File: config.mk
export PLATFORM = sky130hd
export DESIGN_NAME = irsr_front
export DESIGN_NICKNAME = d
export VERILOG_FILES = /design/src/design/idle_framed_rx_segment_ring_core_assert.svh /design/src/design/irsr_pkg.sv /design/src/design/irsr_front.sv
export SDC_FILE = /design/constraint.sdc
export NUM_CORES = 1
export LEC_CHECK = 0
export ABC_CLOCK_PERIOD_IN_PS = 3350
export BUFFER_PORTS_ARGS = -buffer_cell sky130_fd_sc_hd__buf_2
export CORE_MARGIN = 3
export CORE_UTILIZATION = 50
export DETAILED_ROUTE_END_ITERATION = 16
export PLACE_DENSITY = 0.76
export SLEW_MARGIN = 10
export SYNTH_ARGS = -nofsm -noshare
export SYNTH_HDL_FRONTEND = slang
export SYNTH_SLANG_ARGS = --single-unit
File: constraint.sdc
create_clock -name clk -period 3.35 [get_ports clk]
set_clock_uncertainty 0.1 [all_clocks]
set_input_delay 0.67 -clock clk [delete_from_list [all_inputs] [get_ports clk]]
set_output_delay 0.67 -clock clk [all_outputs]
set_load 0.005 [all_outputs]
File: src/design/idle_framed_rx_segment_ring_core_assert.svh
// Assertion macros for the idle-framed receive segment ring.
// Included by the top level; expects clk and rst_n in scope.
`ifndef IDLE_FRAMED_RX_SEGMENT_RING_CORE_ASSERT_SVH
`define IDLE_FRAMED_RX_SEGMENT_RING_CORE_ASSERT_SVH

// same-cycle implication
`define IRSR_ASSERT_IMP(lbl, ante, cons, msg) \
    lbl: assert property (@(posedge clk) disable iff (!rst_n) (ante) |-> (cons)) \
        else $error(msg);

// next-cycle implication
`define IRSR_ASSERT_NXT(lbl, ante, cons, msg) \
    lbl: assert property (@(posedge clk) disable iff (!rst_n) (ante) |=> (cons)) \
        else $error(msg);

`endif

File: src/design/irsr_pkg.sv
// Shared types and constants for the idle-framed receive segment ring.
// No dependencies.
package irsr_pkg;

    localparam int BUF_BYTES      = 1024;
    localparam int SEG_MAX        = 255;
    localparam int DESC_SLOTS_DEF = 16;

    localparam int ADDR_W = 10;
    localparam int LEN_W  = 9;
    localparam int BYTE_W = 8;
    localparam int KIND_W = 2;

    // highest base that still leaves room for a full segment
    localparam int BASE_LIMIT = BUF_BYTES - (SEG_MAX + 1);

    localparam logic [KIND_W-1:0] KIND_RX   = 2'd0;
    localparam logic [KIND_W-1:0] KIND_IDLE = 2'd1;
    localparam logic [KIND_W-1:0] KIND_POP  = 2'd2;
    localparam logic [KIND_W-1:0] KIND_READ = 2'd3;

    typedef struct packed {
        logic [KIND_W-1:0] kind;
        logic [BYTE_W-1:0] rx_byte;
        logic [ADDR_W-1:0] read_address;
    } in_item_t;

    typedef struct packed {
        logic              segment_valid;
        logic [ADDR_W-1:0] segment_start;
        logic [LEN_W-1:0]  segment_length;
        logic [BYTE_W-1:0] read_data;
        logic              byte_dropped;
    } out_item_t;

    // classified command handed from front to back
    typedef struct packed {
        logic              is_rx;
        logic              is_idle;
        logic              is_pop;
        logic              is_read;
        logic [BYTE_W-1:0] rx_byte;
        logic [ADDR_W-1:0] read_address;
    } cmd_t;

    // back-end status seen by the top level
    typedef struct packed {
        logic              rd_wait;
        logic [LEN_W-1:0]  open_fill;
        logic [ADDR_W-1:0] segment_base;
    } bk_stat_t;

endpackage

File: src/design/irsr_front.sv
// Front end: accepts items, decodes kind into a command, holds a two-entry queue.
// Depends on irsr_pkg.
module irsr_front (
    input  logic               clk,
    input  logic               rst_n,
    input  logic               in_valid,
    output logic               in_ready,
    input  irsr_pkg::in_item_t in_item,
    output logic               q_valid,
    input  logic               q_ready,
    output irsr_pkg::cmd_t     q_cmd
);
    import irsr_pkg::*;

    cmd_t       ent_reg [2];
    logic       wr_ptr_reg;
    logic       rd_ptr_reg;
    logic [1:0] cnt_reg;
    cmd_t       dec_cmd;
    logic       push;
    logic       pop;

    always_comb
    begin
        dec_cmd              = '0;
        dec_cmd.rx_byte      = in_item.rx_byte;
        dec_cmd.read_address = in_item.read_address;
        unique case (in_item.kind)
            KIND_RX:   dec_cmd.is_rx   = 1'b1;
            KIND_IDLE: dec_cmd.is_idle = 1'b1;
            KIND_POP:  dec_cmd.is_pop  = 1'b1;
            KIND_READ: dec_cmd.is_read = 1'b1;
            default:   dec_cmd.is_read = 1'b1;
        endcase
    end

    assign in_ready = (cnt_reg != 2'd2);
    assign q_valid  = (cnt_reg != 2'd0);
    assign q_cmd    = ent_reg[rd_ptr_reg];
    assign push     = in_valid && in_ready;
    assign pop      = q_valid && q_ready;

    always_ff @(posedge clk)
    begin
        if (push)
        begin
            ent_reg[wr_ptr_reg] <= dec_cmd;
        end
    end

    always_ff @(posedge clk or negedge rst_n)
    begin
        if (!rst_n)
        begin
            wr_ptr_reg <= 1'b0;
            rd_ptr_reg <= 1'b0;
            cnt_reg    <= 2'd0;
        end
        else
        begin
            if (push)
            begin
                wr_ptr_reg <= ~wr_ptr_reg;
            end
            if (pop)
            begin
                rd_ptr_reg <= ~rd_ptr_reg;
            end
            if (push && !pop)
            begin
                cnt_reg <= cnt_reg + 2'd1;
            end
            else if (pop && !push)
            begin
                cnt_reg <= cnt_reg - 2'd1;
            end
        end
    end

endmodule

Word-level counts from Yosys, hierarchy flattened
Memories as Yosys holds them, arrays and structs flattened.
Index checks and enable logic that the tools add are counted.
{"block": "totals", "ff_bits": 4, "latchBits": 0, "ramBits": 44, "rom_bits": 0, "in_bits": 24, "output_inout_bits": 24, "elab_cells": 29, "memories": 1}
{"name": "ent_reg", "depth": 2, "word_bits": 22, "read_ports": 1, "rd_ports_with_merged_regs": 0, "wr": 1, "line": "irsr_front.sv:15", "rtl": "cmd_t ent_reg [2];"}
{"block": "classes", "n_addsub": 2, "mul": 0, "div_mod_pow": 0, "n_lt_le_gt_ge": 0, "n_eq_ne": 4, "shifts": 0, "muxes": 8, "n_bitwise": 2, "n_reduce_logical": 9}
{"operator": "$mux W1", "n": 6}
{"operator": "$eq A2 B2 Y1 const B", "n": 2}
{"operator": "$logic_and A1 B1 Y1", "n": 4}
{"operator": "$mux W2", "n": 2}
{"operator": "$reduce_bool A2 Y1", "n": 2}
{"operator": "$add A2 B1 Y2 const B", "n": 1}
{"operator": "$eq A2 B1 Y1 const B", "n": 1}
{"operator": "$logic_not A1 Y1", "n": 2}
{"operator": "$logic_not A2 Y1", "n": 1}
{"operator": "$ne A2 B2 Y1 const B", "n": 1}
{"operator": "$not A1 Y1", "n": 2}
{"operator": "$sub A2 B1 Y2 const B", "n": 1}

Logic depth before layout (Yosys ltp)
Gate-level depths: netlist of the first run.
{"block": "depth", "word_depth": 6, "ltp_mapped": 7}

Worst setup path before layout of the first run
Ideal clock, no wire load.
{"block": "synth_timing", "path_type": "input to register", "from": "input in_valid", "to": "memory ent_reg[0][0] in the netlist's numbering (enable)", "arrival_ns": 1.701, "t_required_ns": 2.849, "setup_slack_ns": 1.148, "stages": 2, "path_cell_list": "nand2_1 -> nor2_1"}
{"block": "synth_between", "elab_chain_cells": 3}
{"item": "start: declaration", "line": "irsr_front.sv:6", "rtl": "input logic in_valid,"}
{"item": "$logic_and A1 B1 Y1", "line": "irsr_front.sv:40", "rtl": "assign push = in_valid && in_ready;"}
{"item": "$mux W1", "line": "irsr_front.sv:45", "rtl": "if (push)"}
{"item": "$mux W1 (not written as such)", "line": "irsr_front.sv:47", "rtl": "ent_reg[wr_ptr_reg] <= dec_cmd;"}
{"item": "end: declaration", "line": "irsr_front.sv:15"}
No other way between the ends.

==> flow_metrics.py, run 1 <==
metrics = {
    "placed_design": {
        "post-dp-hpwl_um": 1970,
        "placed_cell_area_sq_um": 2110,
        "gp_congestion": 0.673,
        "portBuffers": 47,
    },
    "power_and_ir_drop": {
        "p_leak_nw": 0.835,
        "p_per_area_nw_per_um2": 768,
        "peakVddDrop_uv": 390,
    },
    "drt": {
        "final_antenna_net_count": 0,
        "wl_per_cell_um": 14.4,
        "drt_wl_total_um": 2780,
        "drt_iter0_markers": 31,
        "drt-pass1-iter-count": 2,
        "post-route-drc-count": 0,
        "vias_per_cell": 4.87,
        "vias": 940,
    },
    "setup_path": {
        "crit_path_max_incr_delay_ns": 0.53,
        "cp_slowest_cell": "dfrtp_1",
        "critPathArrivalTime_ns": 1.70,
        "cp_max_fo": 17,
        "cp.required_ns": 2.58,
        "startpoint": "rd_ptr_reg$_DFFE_PN0P_",
        "critPathLaunchType": "flip-flop",
        "worstSetupPathType": "reg -> out",
        "reg2reg_from": "cnt_reg[0]$_DFFE_PN0P_",
        "end_kind": "primary output",
        "critPathTopFamily": "flip-flops",
        "critPathBufInv": 2,
        "crit_chain": "buf_4, mux2_2, buf_2",
    },
    "synthesis": {
        "synth-seq-area-share": 0.785,
        "netlist_area_sq_um": 1810,
        "synth_compound_area_frac": 0,
        "yosysTopAreaCellShare": 0.730,
        "yosys.area_share.simple": 0.0325,
        "postSynthAreaPerCell_sq_um": 20.1,
        "synth_top_family_by_area": "multiplexers",
        "yosys.area.top_type": "edfxtp_1",
        "synth-xor-area-share": 0.0242,
        "synth_fa_ha_area_frac": 0.00691,
        "synth.distinct_cells": 16,
        "synth_nets": 115,
        "yosys-top-cells-area": "edfxtp_1 (73%), mux2_2 (14%), dfrtp_1 (5.5%)",
        "synth.ff_latch_count": 48,
        "synth_cells": 90,
        "synth-warning-count": 0,
        "synthMuxAreaShare": 0.137,
    },
    "run": {
        "maxCapViolCount": 0,
    },
    "die": {
        "coreArea_sq_um": 3420,
        "ioPinCount": 48,
        "num_rows": 21,
        "start_util": 0.530,
        "dieArea_sq_um": 4380,
        "die_y_um": 66.2,
        "die_width_um": 66.2,
    },
    "final_layout": {
        "multiInputGateArea_sq_um": 365,
        "drive_above_1_share": 0.551,
        "seq_area_sq_um": 1420,
        "largest_register_ffs": 44,
        "num-fill-cells": 276,
        "n_antenna_cell": 0,
        "layout.nets": 171,
        "fin_area_sq_um": 2170,
        "syn_to_final_growth_pct": 19.8,
    },
    "clocking": {
        "cts_made_buffers": 5,
        "cts_root_buffer": "clkbuf_4",
        "max-clock-path-buffers": 2,
        "cts.clk_slew.worst_paths_ns": 0.13,
        "worst_skew_pair.late_latency_ns": 0.36,
        "cts.sinks": 48,
        "htreeDepth": 2,
        "cts_tree": "built",
    },
    "global_route": {
        "grt_pass1_vias": 907,
        "grt_overflow": 0,
        "grt_max_degree": 18,
        "antenna_found_initial": 0,
        "track_usage": 0.138,
        "grt_pass1_wl_um": 4240,
    },
    "hold_path": {
        "hp-start": "in_item[12]",
        "hp-class": "in -> reg",
    },
    "timing": {
        "tns_ns": 0,
        "min_period_ns": 2.47,
        "worstMarginPinSlew_ns": 0.332,
        "setup_viol_count_final": 0,
        "maxSlewHeadroom": 0.779,
        "finalHoldViolations": 0,
        "finalMaxSlewViolations": 0,
        "rsz0062_at_grt": "false",
        "fin_crit_sh": 0.739,
        "fmax_mhz": 404,
    },
    "run_status": {
        "outcome": "complete, no violations",
    },
}
[synthesized netlist by cell type (all sizes together)]
| cell | n |
|---|---|
| inv | 1 |
| dfrtp | 4 |
| xor2 | 2 |
| nand2b | 1 |
| buf | 2 |
| edfxtp | 44 |
| and2 | 1 |
| nor2 | 3 |
| and3 | 1 |
| mux2 | 22 |
| nand2 | 2 |
| nor2b | 2 |
| or2 | 1 |
| ha | 1 |
| xnor2 | 3 |
[report_power, final]
| part | switching (W) | internal, W | leakage, nW |
|---|---|---|---|
| logic | 0.000249 | 0.000283 | 0.349 |
| registers | 0.0000587 | 0.000824 | 0.457 |
| clock network | 0.000169 | 0.0000811 | 0.0282 |
| total | 0.000477 | 0.00119 | 0.835 |
[repair_timing]
action,in CTS,in global routing
gates resized for setup,0,0
hold buffers,1,0
hold endpoints to repair,4,0
buffers inserted,0,0
[cell type report]
| type | count | share of cell area |
|---|---|---|
| flip-flops and latches | 48 | 0.655 |
| clock buffers | 6 | 0.0190 |
| inverters | 1 | 0.00173 |
| well taps | 46 | 0.0265 |
| multi-input cells | 39 | 0.168 |
| repair buffers | 51 | 0.123 |
| clock inverters | 2 | 0.00577 |
[metrics by stage]
| step | setup slack [ns] | hold slack, ns | power (W) | utilization | cells |
|---|---|---|---|---|---|
| after floorplan | 1.15 | 0.274 | 0.00123 | - | 90 |
| after global placement | 1.30 | 0.373 | 0.00142 | 0.616 | 184 |
| after detailed placement | 1.27 | 0.387 | 0.00144 | 0.616 | 184 |
| after CTS | 0.856 | 0.376 | 0.00169 | 0.635 | 193 |
| after global routing | 0.780 | 0.362 | 0.00176 | 0.635 | 193 |
| final | 0.875 | 0.389 | 0.00167 | 0.635 | 193 |
[cells by family (layout without fill, tap and decap cells)]
logic type	after synthesis	count (layout)
fa+ha+maj	1	1
flops	48	48
simple gates	11	11
mux	22	22
xor+xnor	5	5
buf+inv	3	60
[final timing paths]
kind                            depth (start not counted)                  endpoint  slack [ns]
worst max-delay path                                    3                  q_cmd[8]        0.88
worst min-delay path                                    1  ent_reg[0][12]$_DFFE_PP_        0.39
worst max register to register                          4   ent_reg[0][1]$_DFFE_PP_        1.61
worst min register to register                          1    cnt_reg[1]$_DFFE_PN0P_        0.40
max in group asynchronous                               2    wr_ptr_reg$_DFFE_PN0P_        2.49
min in group asynchronous                               2    rd_ptr_reg$_DFFE_PN0P_        0.53
[routing by layer]
| metal | share of wire | vias up | GRT usage |
|---|---|---|---|
| met4 | 0.018 | 0 | 0.0685 |
| met3 | 0.087 | 6 | 0.0629 |
| met2 | 0.50 | 40 | 0.223 |
| met5 | 0 | - | 0 |
| li1 | - | 450 | - |
| met1 | 0.40 | 444 | 0.154 |
[cell usage in the layout (no fill, tap or decap), types with 2 or more instances in the layout]
| cell type | instances |
|---|---|
| nor2b_1 | 2 |
| buf_2 | 47 |
| clkbuf_4 | 5 |
| edfxtp_1 | 44 |
| nor2_1 | 2 |
| buf_4 | 3 |
| xor2_1 | 2 |
| dfrtp_1 | 4 |
| xnor2_1 | 3 |
| mux2_2 | 22 |
Note: power is estimated with default switching activity, not from simulation.
==> run 2: changes to the inputs <==
- ABC_CLOCK_PERIOD_IN_PS: 3350 -> 2110
- CORE_UTILIZATION: 50 -> 46
- PLACE_DENSITY: 0.76 -> 0.74
- clock period: 3.35 -> 2.11 ns (I/O delays scaled with it)
==> run 2 against run 1 <==
Compared with the run above: sequential power up 57%; clock power increased by 110%; sequential share of layout area is 1.8 points lower; non-clock buffer count grew 3; design area up 2.8%; utilization is 3.5 points lower; critical path depth unchanged; cell count increased by 2.6%; clock-buffer cell count is 1 lower; die area increased by 7.9%.
==> flow_metrics.py, run 2 (synthesis gave the netlist of run 1 again) <==
metrics = {
    "setup_path": {
        "end_kind": "primary output",
        "crit_chain": "buf_4, mux2_2, buf_2",
        "crit_path_max_incr_delay_ns": 0.43,
        "critPathLaunchType": "flip-flop",
        "reg2reg_from": "cnt_reg[0]$_DFFE_PN0P_",
        "critPathBufInv": 2,
        "cp_max_fo": 13,
        "cp.required_ns": 1.59,
        "critPathTopFamily": "flip-flops",
        "cp_slowest_cell": "dfrtp_1",
        "worstSetupPathType": "reg -> out",
        "critPathArrivalTime_ns": 1.45,
        "startpoint": "rd_ptr_reg$_DFFE_PN0P_",
    },
    "final_layout": {
        "mostFrequentLayoutCell": "buf_2",
        "layout.nets": 174,
        "final_cells": 198,
        "drive_above_1_share": 0.567,
        "syn_to_final_growth_pct": 23.2,
        "n_antenna_cell": 0,
        "num-fill-cells": 290,
        "final_cell_mix": "buf_2 (47), edfxtp_1 (44), mux2_2 (22)",
        "largest_register_ffs": 44,
    },
    "global_route": {
        "grt_pass1_vias": 898,
        "grt_pass1_wl_um": 4040,
        "grt_max_degree": 17,
        "grt_overflow": 0,
        "antenna_found_initial": 0,
        "track_usage": 0.120,
    },
    "clocking": {
        "cts_setup_buffers": 0,
        "htreeDepth": 2,
        "cts.clk_slew.worst_paths_ns": 0.08,
        "cts_tree": "built",
        "cts_root_buffer": "clkbuf_8",
        "max-clock-path-buffers": 2,
        "worst_skew_pair.late_latency_ns": 0.29,
        "cts_made_buffers": 5,
        "cts.sinks": 48,
    },
    "timing": {
        "tns_ns": 0,
        "min_period_ns": 1.97,
        "worstMarginPinSlew_ns": 0.179,
        "finalHoldViolations": 0,
        "setup_viol_count_final": 0,
        "maxSlewHeadroom": 0.881,
        "fin_crit_sh": 0.933,
        "finalMaxSlewViolations": 0,
        "rsz0062_at_grt": "false",
        "fmax_mhz": 508,
    },
    "die": {
        "dieArea_sq_um": 4720,
        "start_util": 0.487,
        "die_width_um": 68.7,
        "die_y_um": 68.7,
        "coreArea_sq_um": 3720,
        "num_rows": 22,
        "ioPinCount": 48,
    },
    "drt": {
        "vias": 938,
        "drt_iter0_markers": 22,
        "vias_per_cell": 4.74,
        "final_antenna_net_count": 0,
        "wl_per_cell_um": 13.5,
        "post-route-drc-count": 0,
        "drt-pass1-iter-count": 4,
        "drt_wl_total_um": 2680,
    },
    "placed_design": {
        "portBuffers": 47,
        "dpl.cell_count": 189,
        "post-dp-hpwl_um": 1940,
        "gp_congestion": 0.685,
    },
    "power_and_ir_drop": {
        "p_leak_nw": 0.866,
        "peakVddDrop_uv": 662,
        "p_per_area_nw_per_um2": 1260,
    },
    "run_status": {
        "outcome": "complete, no violations",
    },
    "hold_path": {
        "hp-start": "in_item[13]",
        "hp-class": "in -> reg",
    },
    "run": {
        "maxCapViolCount": 0,
    },
}
-- run 2: changes by cell type in the layout (fill, tap and decap cells not counted), sizes merged --
cell    previous run  this run
inv                1         2
buf               50        53
clkbuf             6         5
-- run 2: layout make-up --
class / count / area, sq um / area share
timing repair buffer: 54 / 290 / 0.130
sequential: 48 / 1420 / 0.637
inverter: 1 / 3.75 / 0.00168
clock inverter: 3 / 21.3 / 0.00953
multi-input combinational: 39 / 365 / 0.164
tap: 48 / 60.1 / 0.0269
clock buffer: 5 / 68.8 / 0.0308
-- run 2: through the flow --
step / utilization / hold slack, ns / total power, W / cell area, sq um / setup WS (ns)
after floorplan: - / 0.0264 / 0.00196 / 1810 / 0.0181
after global placement: 0.573 / 0.137 / 0.00230 / 2130 / 0.457
after detailed placement: 0.573 / 0.139 / 0.00231 / 2130 / 0.442
after CTS: 0.600 / 0.203 / 0.00285 / 2230 / 0.110
after global routing: 0.600 / 0.194 / 0.00299 / 2230 / 0.0631
final: 0.600 / 0.214 / 0.00280 / 2230 / 0.141
-- run 2: power breakdown --
group	internal [W]	total, W	leakage [nW]	switching (W)
registers	0.00131	0.00139	0.457	0.0000810
logic	0.000478	0.000889	0.365	0.000411
clock network	0.000235	0.000522	0.0445	0.000287
total	0.00202	0.00280	0.866	0.000779
-- run 2: worst paths after layout --
kind                       slack (ns)  depth (start not counted)                       end
setup / recovery                 0.14                          3                  q_cmd[2]
hold / removal                   0.21                          1  ent_reg[0][13]$_DFFE_PP_
setup reg to reg                 0.49                          7    cnt_reg[1]$_DFFE_PN0P_
hold reg to reg                  0.40                          1    cnt_reg[1]$_DFFE_PN0P_
max in group asynchronous        1.42                          2    rd_ptr_reg$_DFFE_PN0P_
min in group asynchronous        0.35                          2    cnt_reg[1]$_DFFE_PN0P_
-- run 2: repair_timing --
action,CTS,global route
setup endpoints to repair,0,0
endpoints found under the hold margin,4,0
gates resized for setup,0,0
hold buffers,1,0
-- run 2: routing by layer --
metal	vias up	track usage	wire length [um]
li1	454	-	-
met1	440	0.154	1200
met5	-	0	0
met2	40	0.188	1210
met4	0	0.0292	22
met3	4	0.0519	237
==> run 3: changes to the inputs <==
- RECOVER_POWER: not set -> 25
==> run 3 against run 2 <==
Compared with the run above: worst hold slack gained 0.0013 ns; global-route usage is the same; utilization shrank 0.27 points; fmax is essentially flat; register-to-register slack is essentially flat; combinational power is essentially flat; via count grew 0.32%; flip-flop and latch count is the same; non-clock buffer count is the same.
==> flow_metrics.py, run 3 (synthesis gave the netlist of run 1 again) <==
metrics = {
    "setup_path": {
        "cp_max_fo": 13,
        "critPathArrivalTime_ns": 1.45,
        "cp.required_ns": 1.59,
        "worstSetupPathType": "reg -> out",
        "critPathLaunchType": "flip-flop",
        "end_kind": "primary output",
    },
    "global_route": {
        "grt_pass1_wl_um": 4040,
        "grt_overflow": 0,
        "grt_pass1_vias": 898,
        "track_usage": 0.120,
        "antenna_found_initial": 0,
        "grt_max_degree": 17,
    },
    "placed_design": {
        "portBuffers": 47,
        "post-dp-hpwl_um": 1940,
        "gp_congestion": 0.685,
    },
    "drt": {
        "drt_wl_total_um": 2680,
        "wl_per_cell_um": 13.5,
        "final_antenna_net_count": 0,
        "post-route-drc-count": 0,
        "vias_per_cell": 4.75,
        "drt-pass1-iter-count": 4,
        "vias": 941,
        "drt_iter0_markers": 22,
    },
    "power_and_ir_drop": {
        "p_leak_nw": 0.844,
        "clock_power_share": 0.187,
        "power_switching_w": 0.000779,
        "peakVddDrop_uv": 662,
        "p_per_area_nw_per_um2": 1260,
        "p_int_w": 0.00202,
        "switching_share": 0.278,
        "power_frac_comb": 0.317,
        "power_frac_seq": 0.496,
    },
    "clocking": {
        "cts.sinks": 48,
        "cts_made_buffers": 5,
        "cts_tree": "built",
        "cts_root_buffer": "clkbuf_8",
        "cts_setup_buffers": 0,
        "max-clock-path-buffers": 2,
        "worst_skew_pair.late_latency_ns": 0.29,
        "cts.repair.resized": 0,
        "htreeDepth": 2,
        "cts.clk_slew.worst_paths_ns": 0.08,
    },
    "die": {
        "start_util": 0.487,
        "ioPinCount": 48,
        "coreArea_sq_um": 3720,
        "num_rows": 22,
        "dieArea_sq_um": 4720,
        "die_y_um": 68.7,
        "die_width_um": 68.7,
    },
    "timing": {
        "whs_ns": 0.216,
        "rsz0062_at_grt": "false",
        "tns_ns": 0,
        "fmax_mhz": 508,
        "finalHoldViolations": 0,
        "setup_viol_count_final": 0,
        "worstMarginPinSlew_ns": 0.179,
        "finalMaxSlewViolations": 0,
        "min_period_ns": 1.97,
        "maxSlewHeadroom": 0.881,
        "fin_crit_sh": 0.933,
    },
    "final_layout": {
        "final_util": 0.598,
        "syn_to_final_growth_pct": 22.7,
        "drive_above_1_share": 0.513,
        "final_cell_mix": "edfxtp_1 (44), buf_2 (39), mux2_2 (22)",
        "layout.nets": 174,
        "n_antenna_cell": 0,
        "mostFrequentLayoutCell": "edfxtp_1",
        "largest_register_ffs": 44,
        "num-fill-cells": 296,
    },
    "run_status": {
        "outcome": "complete, no violations",
    },
    "hold_path": {
        "hp-class": "in -> reg",
    },
    "run": {
        "maxCapViolCount": 0,
    },
}
[run 3: cell type report]
| class | instances | area, sq um | area share |
|---|---|---|---|
| clock inverters | 3 | 21.3 | 0.00958 |
| well taps | 48 | 60.1 | 0.0270 |
| multi-input cells | 39 | 365 | 0.165 |
| inverters | 1 | 3.75 | 0.00169 |
| flip-flops and latches | 48 | 1420 | 0.640 |
| repair buffers | 54 | 280 | 0.126 |
| clock buffers | 5 | 68.8 | 0.0310 |
[run 3: final timing paths]
| check | from | endpoint | slack (ns) | depth (start not counted) |
|---|---|---|---|---|
| max | rd_ptr_reg$_DFFE_PN0P_ | q_cmd[2] | 0.14 | 3 |
| min | in_item[9] | ent_reg[1][9]$_DFFE_PP_ | 0.22 | 1 |
| max reg2reg | cnt_reg[0]$_DFFE_PN0P_ | cnt_reg[1]$_DFFE_PN0P_ | 0.49 | 7 |
| min reg2reg | cnt_reg[1]$_DFFE_PN0P_ | cnt_reg[1]$_DFFE_PN0P_ | 0.40 | 1 |
| max in group asynchronous | rst_n | rd_ptr_reg$_DFFE_PN0P_ | 1.42 | 2 |
| min in group asynchronous | rst_n | cnt_reg[1]$_DFFE_PN0P_ | 0.35 | 2 |
[run 3: worst max-delay path, cell delays in order (launching register included)]
cell and delay, ns:
dfrtp_1 0.43, buf_4 0.24, mux2_2 0.36, buf_2 0.13
[run 3: what timing repair did]
action	4_1_cts	5_1_grt
endpoints found under the hold margin	4	0
hold buffers	1	0
endpoints found under the setup margin	0	0
[run 3: power groups by stage]
stage	logic (W)	registers, W	clock network [W]
floorplan	0.000564	0.00140	0
global route	0.000986	0.00141	0.000587
finish	0.000887	0.00139	0.000522
CTS	0.000915	0.00139	0.000541
detailed placement	0.000904	0.00141	0
global placement	0.000897	0.00140	0
[run 3: layer usage]
metal	GRT usage	wire, um	up-vias
met3	0.0519	231	4
met1	0.154	1200	443
met2	0.188	1220	40
met4	0.0292	22	0
met5	0	0	-
li1	-	-	454
[run 3: per-stage QoR]
step | area (sq um) | std cells | setup slack [ns] | total power, W
2_1_floorplan | 1810 | 90 | 0.0181 | 0.00196
3_3_place_gp | 2130 | 189 | 0.457 | 0.00230
3_5_place_dp | 2130 | 189 | 0.442 | 0.00231
4_1_cts | 2230 | 198 | 0.110 | 0.00285
5_1_grt | 2220 | 198 | 0.0631 | 0.00298
6_report | 2220 | 198 | 0.141 | 0.00280
